### config.mk
export PLATFORM = sky130hd
export DESIGN_NAME = servo_instruction_packet_parser_flat
export DESIGN_NICKNAME = d
export VERILOG_FILES = /design/src/sipp_pkg.sv /design/src/sipp_if.sv /design/src/sipp_step.sv /design/src/servo_instruction_packet_parser.sv /design/src/flat_wrapper.sv
export SDC_FILE = /design/constraint.sdc
export NUM_CORES = 1
export LEC_CHECK = 0
export BUFFER_PORTS_ARGS = -buffer_cell sky130_fd_sc_hd__buf_2
export CELL_PAD_IN_SITES_DETAIL_PLACEMENT = 1
export CELL_PAD_IN_SITES_GLOBAL_PLACEMENT = 2
export CORE_UTILIZATION = 42
export CTS_CLUSTER_DIAMETER = 60
export CTS_CLUSTER_SIZE = 8
export DETAILED_ROUTE_END_ITERATION = 10
export GPL_ROUTABILITY_DRIVEN = 0
export HOLD_SLACK_MARGIN = 0.03
export PLACE_DENSITY_LB_ADDON = 0.25
export SETUP_SLACK_MARGIN = 0.05
export SYNTH_ARGS = -nofsm -noshare
export SYNTH_HDL_FRONTEND = slang
export SYNTH_SLANG_ARGS = --single-unit
### constraint.sdc
create_clock -name clk_i -period 7 [get_ports clk_i]
set_clock_uncertainty 0.1 [all_clocks]
set_input_delay 0.7 -clock clk_i [delete_from_list [all_inputs] [get_ports clk_i]]
set_output_delay 0.7 -clock clk_i [all_outputs]
set_load 0.01 [all_outputs]
### src/sipp_pkg.sv
package sipp_pkg;

  localparam int unsigned PhaseWidth = 3;

  localparam logic [PhaseWidth-1:0] PH_HUNT1 = 3'd0;
  localparam logic [PhaseWidth-1:0] PH_HUNT2 = 3'd1;
  localparam logic [PhaseWidth-1:0] PH_ID    = 3'd2;
  localparam logic [PhaseWidth-1:0] PH_LEN   = 3'd3;
  localparam logic [PhaseWidth-1:0] PH_INSTR = 3'd4;
  localparam logic [PhaseWidth-1:0] PH_PARAM = 3'd5;
  localparam logic [PhaseWidth-1:0] PH_CSUM  = 3'd6;

  localparam logic [2:0] ERR_NONE     = 3'd0;
  localparam logic [2:0] ERR_HEADER1  = 3'd1;
  localparam logic [2:0] ERR_HEADER2  = 3'd2;
  localparam logic [2:0] ERR_LENGTH   = 3'd3;
  localparam logic [2:0] ERR_CHECKSUM = 3'd4;

  localparam logic [7:0] HeaderByte = 8'hFF;
  localparam logic [7:0] MinLength  = 8'd2;
  localparam int unsigned NumKept   = 3;

  typedef struct packed {
    logic [2:0] error_code;
    logic [7:0] device_id;
    logic [7:0] instruction;
    logic [7:0] param_first;
    logic [7:0] param_second;
    logic [7:0] param_third;
    logic [7:0] param_count;
  } result_t;

  typedef struct packed {
    logic [PhaseWidth-1:0] phase;
    logic [7:0]            held_id;
    logic [7:0]            held_length;
    logic [7:0]            held_instruction;
    logic [NumKept-1:0][7:0] held_params;
    logic [7:0]            params_seen;
    logic [7:0]            running_sum;
  } parse_state_t;

endpackage

### src/sipp_if.sv
interface sipp_byte_if;
  logic       valid;
  logic       ready;
  logic [7:0] rx_byte;

  modport source (output valid, output rx_byte, input ready);
  modport sink (input valid, input rx_byte, output ready);
endinterface

interface sipp_result_if;
  logic                 valid;
  logic                 ready;
  sipp_pkg::result_t    result;

  modport source (output valid, output result, input ready);
  modport sink (input valid, input result, output ready);
endinterface

### src/sipp_step.sv
module sipp_step (
  input  sipp_pkg::parse_state_t state_i,
  input  logic [7:0]             rx_byte_i,
  output sipp_pkg::parse_state_t state_o,
  output logic                   emit_o,
  output sipp_pkg::result_t      result_o
);
  import sipp_pkg::*;

  parse_state_t clear_st;
  logic [7:0]   sum_next;
  logic [7:0]   seen_next;
  logic [7:0]   nparams;

  assign sum_next  = state_i.running_sum + rx_byte_i;
  assign seen_next = state_i.params_seen + 8'd1;
  assign nparams   = state_i.held_length - MinLength;

  always_comb begin
    clear_st       = '0;
    clear_st.phase = PH_HUNT1;
  end

  always_comb begin
    state_o  = state_i;
    emit_o   = 1'b0;
    result_o = '0;
    unique case (state_i.phase)
      PH_HUNT2: begin
        if (rx_byte_i != HeaderByte) begin
          emit_o              = 1'b1;
          result_o.error_code = ERR_HEADER2;
          state_o             = clear_st;
        end else begin
          state_o.phase = PH_ID;
        end
      end
      PH_ID: begin
        state_o.held_id     = rx_byte_i;
        state_o.running_sum = rx_byte_i;
        state_o.phase       = PH_LEN;
      end
      PH_LEN: begin
        if (rx_byte_i < MinLength) begin
          emit_o              = 1'b1;
          result_o.error_code = ERR_LENGTH;
          state_o             = clear_st;
        end else begin
          state_o.held_length = rx_byte_i;
          state_o.running_sum = sum_next;
          state_o.phase       = PH_INSTR;
        end
      end
      PH_INSTR: begin
        state_o.held_instruction = rx_byte_i;
        state_o.running_sum      = sum_next;
        state_o.params_seen      = '0;
        state_o.phase = (state_i.held_length == MinLength) ? PH_CSUM : PH_PARAM;
      end
      PH_PARAM: begin
        if (state_i.params_seen < 8'(NumKept)) begin
          state_o.held_params[state_i.params_seen[1:0]] = rx_byte_i;
        end
        state_o.running_sum = sum_next;
        state_o.params_seen = seen_next;
        if (seen_next >= nparams) begin
          state_o.phase = PH_CSUM;
        end
      end
      PH_CSUM: begin
        emit_o  = 1'b1;
        state_o = clear_st;
        if (~state_i.running_sum != rx_byte_i) begin
          result_o.error_code = ERR_CHECKSUM;
        end else begin
          result_o.error_code   = ERR_NONE;
          result_o.device_id    = state_i.held_id;
          result_o.instruction  = state_i.held_instruction;
          result_o.param_first  = state_i.held_params[0];
          result_o.param_second = state_i.held_params[1];
          result_o.param_third  = state_i.held_params[2];
          result_o.param_count  = nparams;
        end
      end
      default: begin
        if (rx_byte_i != HeaderByte) begin
          emit_o              = 1'b1;
          result_o.error_code = ERR_HEADER1;
          state_o             = clear_st;
        end else begin
          state_o       = clear_st;
          state_o.phase = PH_HUNT2;
        end
      end
    endcase
  end

endmodule

### src/servo_instruction_packet_parser.sv
// Channel   Dir  Payload                                    Transaction
// byte_i    in   rx_byte                                    one received byte
// res_o     out  error_code, device_id, instruction,        one packet result
//                param_first..third, param_count
//
// A byte is registered on acceptance and parsed from the input register; a
// result is registered in the output register before it appears on res_o.
// One byte per cycle is accepted for as long as results are taken.
// While res_o is stalled, bytes that produce no result keep flowing; a byte
// that produces a result waits in the input register until the output frees.
// Reset returns the parser to hunting the first header byte with nothing held.
module servo_instruction_packet_parser (
  input  logic          clk_i,
  input  logic          rst_ni,
  sipp_byte_if.sink     byte_i,
  sipp_result_if.source res_o
);
  import sipp_pkg::*;

  logic         in_vld_q;
  logic [7:0]   in_byte_q;
  parse_state_t st_q, st_d;
  logic         emit;
  result_t      res_d;
  logic         out_vld_q;
  result_t      out_res_q;
  logic         out_free;
  logic         fire;

  sipp_step u_step (
    .state_i   (st_q),
    .rx_byte_i (in_byte_q),
    .state_o   (st_d),
    .emit_o    (emit),
    .result_o  (res_d)
  );

  assign out_free     = !out_vld_q || res_o.ready;
  assign fire         = in_vld_q && (!emit || out_free);
  assign byte_i.ready = !in_vld_q || fire;
  assign res_o.valid  = out_vld_q;
  assign res_o.result = out_res_q;

  always_ff @(posedge clk_i or negedge rst_ni) begin
    if (!rst_ni) begin
      in_vld_q       <= 1'b0;
      out_vld_q      <= 1'b0;
      st_q           <= '0;
    end else begin
      if (byte_i.ready) begin
        in_vld_q <= byte_i.valid;
      end
      if (fire) begin
        st_q <= st_d;
      end
      if (fire && emit) begin
        out_vld_q <= 1'b1;
      end else if (res_o.ready) begin
        out_vld_q <= 1'b0;
      end
    end
  end

  always_ff @(posedge clk_i) begin
    if (byte_i.valid && byte_i.ready) begin
      in_byte_q <= byte_i.rx_byte;
    end
    if (fire && emit) begin
      out_res_q <= res_d;
    end
  end

  a_error_fields_zero: assert property (@(posedge clk_i) disable iff (!rst_ni)
    (out_vld_q && out_res_q.error_code != ERR_NONE) |->
      (out_res_q.device_id == 8'd0 && out_res_q.instruction == 8'd0 &&
       out_res_q.param_first == 8'd0 && out_res_q.param_count == 8'd0))
    else $error("error result carries nonzero fields");

  a_phase_legal: assert property (@(posedge clk_i) disable iff (!rst_ni)
    st_q.phase <= PH_CSUM)
    else $error("parser reached an unused phase");

  a_held_byte: assert property (@(posedge clk_i) disable iff (!rst_ni)
    (in_vld_q && !fire) |=> (in_vld_q && $stable(in_byte_q)))
    else $error("input register lost a byte that was not parsed");

  a_result_lands: assert property (@(posedge clk_i) disable iff (!rst_ni)
    (fire && emit) |=> out_vld_q)
    else $error("parsed result did not reach the output register");

endmodule
### src/flat_wrapper.sv
// flat-port wrapper written by rule: the top's interface ports become plain ports
module servo_instruction_packet_parser_flat import sipp_pkg::*;
  (clk_i, rst_ni, byte_i_valid, byte_i_rx_byte, byte_i_ready, res_o_valid, res_o_result, res_o_ready);
  sipp_byte_if byte_i_i ();
  sipp_result_if res_o_i ();
  input  logic clk_i;
  input  logic rst_ni;
  input wire logic [$bits(byte_i_i.valid)-1:0] byte_i_valid;
  input wire logic [$bits(byte_i_i.rx_byte)-1:0] byte_i_rx_byte;
  output wire logic [$bits(byte_i_i.ready)-1:0] byte_i_ready;
  output wire logic [$bits(res_o_i.valid)-1:0] res_o_valid;
  output wire logic [$bits(res_o_i.result)-1:0] res_o_result;
  input wire logic [$bits(res_o_i.ready)-1:0] res_o_ready;
  assign byte_i_i.valid = byte_i_valid;
  assign byte_i_i.rx_byte = byte_i_rx_byte;
  assign byte_i_ready = byte_i_i.ready;
  assign res_o_valid = res_o_i.valid;
  assign res_o_result = res_o_i.result;
  assign res_o_i.ready = res_o_ready;
  servo_instruction_packet_parser u_core (.clk_i(clk_i), .rst_ni(rst_ni), .byte_i(byte_i_i), .res_o(res_o_i));
endmodule
==> impl_metrics.env <==
export IMPL_status="finished, final reports clean"
export IMPL_cp_required_ns=7.26
export IMPL_drtPass1Iterations=4
export IMPL_post_cts_setup_buffers=0
export IMPL_whs_path_depth=1
export IMPL_cp_slowest_stage_delay_ns=0.80
export IMPL_crit_fanout=22
export IMPL_grt_usage_pct=21.80
export IMPL_ys_flop_type="dfrtp_1"
export IMPL_async_flop_share_pct=53.91
export IMPL_antennaDiodeCount=0
export IMPL_ctsResizeCount=0
export IMPL_initial_core_util_pct=42.84
export IMPL_cts_root_buf="clkbuf_16"
export IMPL_power_per_cell_area_nw_per_um2=259.3
export IMPL_antenna_found_initial=0
export IMPL_reg2reg_depth=6
export IMPL_cp_start_kind="flop"
export IMPL_hold_violations=0
export IMPL_core_area_um2=13830
export IMPL_ioPinCount=65
export IMPL_path_cells="and3b_1, a31oi_2, o211ai_2, nor3_2, o21ai_1, a22o_1"
export IMPL_drc=0
export IMPL_min_period_over_period_pct=44.90
export IMPL_insertion_delay_ns=0.42
export IMPL_wire_per_inst_um=19.38
export IMPL_hold_buffers=0
export IMPL_core_rowCount=43
export IMPL_cts_max_path_buffers=2
export IMPL_critPathSlowestCell="o211ai_2"
export IMPL_ir_worst_vdd_uv=162.6
export IMPL_ys_seq_area_share_pct=59.06
export IMPL_hp_start="byte_i_rx_byte[6]"
export IMPL_relSlewSlack_pct=27.89
export IMPL_maxCapViolations=0
export IMPL_synth_edf_count=59
export IMPL_syn_avg_cell_area_um2=11.80
export IMPL_die_h_um=120.8
export IMPL_drive_gt1_share_pct=19.12
export IMPL_hold_path_class="input port to flop"
export IMPL_multi_input_area_um2=2223
export IMPL_synth_cell_type_count=55
export IMPL_cp_depth=6
export IMPL_die_w_um=120.8
export IMPL_grt_pass1_wl_um=23570
export IMPL_cts_tree="yes"
export IMPL_worst_ep_arrival_time_ns=3.40
export IMPL_dp_hpwl_um=9866
export IMPL_drt_wl_total_um=14540
export IMPL_fmax_mhz=318.2
export IMPL_vias=4147
export IMPL_postRouteAntennaNets=0
export IMPL_fillers=1490
export IMPL_setup_tns_ns=0
export IMPL_end_kind="flop"
export IMPL_p_leak_nw=3.151
export IMPL_period_minus_slack_ns=3.143
export IMPL_yosysWarnings=0
export IMPL_dieArea_um2=14580
export IMPL_r2r_start="u_core.st_q[64]"
export IMPL_syn_inst=502
export IMPL_numPortBuffers=64
export IMPL_total_power_w=0.001788
export IMPL_rsz0062_at_grt="false"
export IMPL_worstSetupStartpoint="u_core.st_q[64]"
export IMPL_grt_overflow=0
export IMPL_path_delay_family="compound AO/OA/AOI/OAI gates"
export IMPL_cts_buffers=17
export IMPL_avgViaCountPerCell=5.529
export IMPL_setup_viol=0
export IMPL_hold_ws_ns=0.3464
export IMPL_grt_pass1_vias=4219
export IMPL_area_delta_synth_final_pct=16.41
export IMPL_synth_nets=536
export IMPL_ff_latch_area_um2=3498
export IMPL_clock_sinks=128
export IMPL_cts_htree_levels=4
export IMPL_drv_slew=0
export IMPL_critPathKind="flop to flop"
export IMPL_clkTransAtPathRegs_ns=0.06
export IMPL_worstMarginPinSlew_ns=1.073
export IMPL_synth_area_um2=5923
export IMPL_grt_max_degree=70
export IMPL_ys_ff_latch=128
export IMPL_path_buf_inv=0
export IMPL_fin_nets=591
export IMPL_drt_iter0_drc=185
==> path summary, 6_finish.rpt <==
path / end / slack [ns]
max: u_core.st_q[29] / 3.86
min: u_core.in_byte_q[6] / 0.35
max reg2reg: u_core.st_q[29] / 3.86
min reg2reg: u_core.st_q[56] / 0.38
max in group asynchronous: u_core.st_q[15] / 5.79
min in group asynchronous: u_core.st_q[21] / 0.41
==> area by class of cell <==
type	instances	area share, %
inverter	8	0.4355
sequential	128	50.73
clock inverter	11	1.706
tap	180	3.266
timing repair buffer	68	5.081
clock buffer	21	6.532
multi-input combinational	334	32.24
==> Yosys cell counts (all sizes together) (2+ instances only) <==
library cell  count  area, um^2
xnor2            10       87.58
a21o              2       15.01
o211ai            2       20.02
ha               21       262.8
or3               4       25.02
clkbuf           11       41.29
nand3             9       45.04
o21ai            40       204.0
a211oi            2       15.01
a21boi            6       45.05
o31ai             7       52.55
nor2b             3       18.77
o2bb2ai           2       17.52
a31oi             2       18.77
and3b             2       17.52
nand4             4       31.28
nor2             18       67.56
and3             45       281.5
nor4b             3       26.28
nand2            64       240.2
xor2              8       70.07
a21oi             9       45.04
dfrtp            69        1727
nand2b            5       31.28
a211o             2       17.52
edfxtp           59        1772
a22o             34       297.8
nor4              6       52.55
o21bai            2       15.01
inv               8       30.03
buf              21       143.9
and2              3       18.77
nor3              7       45.04
==> where the power goes <==
part	leakage, nW	internal [W]	switching, W
logic	1.34	0.0000279	0.0000685
registers	1.54	0.000815	0.0000190
clock network	0.266	0.000529	0.000328
==> logic make-up (layout without fill, tap and decap cells) <==
logic type	after synthesis	after routing	synth area share (%)
xor+xnor	18	18	2.662
flops	128	128	59.06
simple gates	178	178	15.95
compound gates	116	116	13.92
fa+ha+maj	22	22	4.774
buf+inv	40	108	3.633
==> per-stage QoR <==
stage          area (um^2)  setup slack (ns)  util (%)  cells
3_5_place_dp          6327             3.906     45.76    718
6_report              6895             3.857     49.87    750
2_1_floorplan         5923             3.100         -    502
3_3_place_gp          6327             4.037     45.76    718
4_1_cts               6895             3.904     49.87    750
5_1_grt               6895             3.620     49.87    750
==> per-layer routing <==
layer / track usage [%] / vias to the layer above / wire, um
li1: - / 1950 / -
met1: 29.08 / 2090 / 6817
met2: 34.95 / 88 / 7034
met3: 4.670 / 19 / 444
met4: 7.948 / 0 / 241
met5: 0 / - / 0
==> cells in the final DEF, fill, tap and decap left out, drive strengths merged, types with 7 or more instances in the layout <==
cell,count
xnor2,10
nor3,7
nand2,64
buf,68
a22o,34
inv,8
a21oi,9
xor2,8
ha,21
and3,45
edfxtp,59
clkbuf,21
o21ai,40
nand3,9
nor2,18
dfrtp,69
o31ai,7
==> state kept, by name, indices dropped and copies added, names as in the netlist <==
signal / flops
u_core.res_o.valid: 1
u_core.in_byte_q: 8
u_core.st_q: 67
u_core.res_o.result: 51
u_core.in_vld_q: 1
No activity file was read; power rests on OpenSTA's default activity.
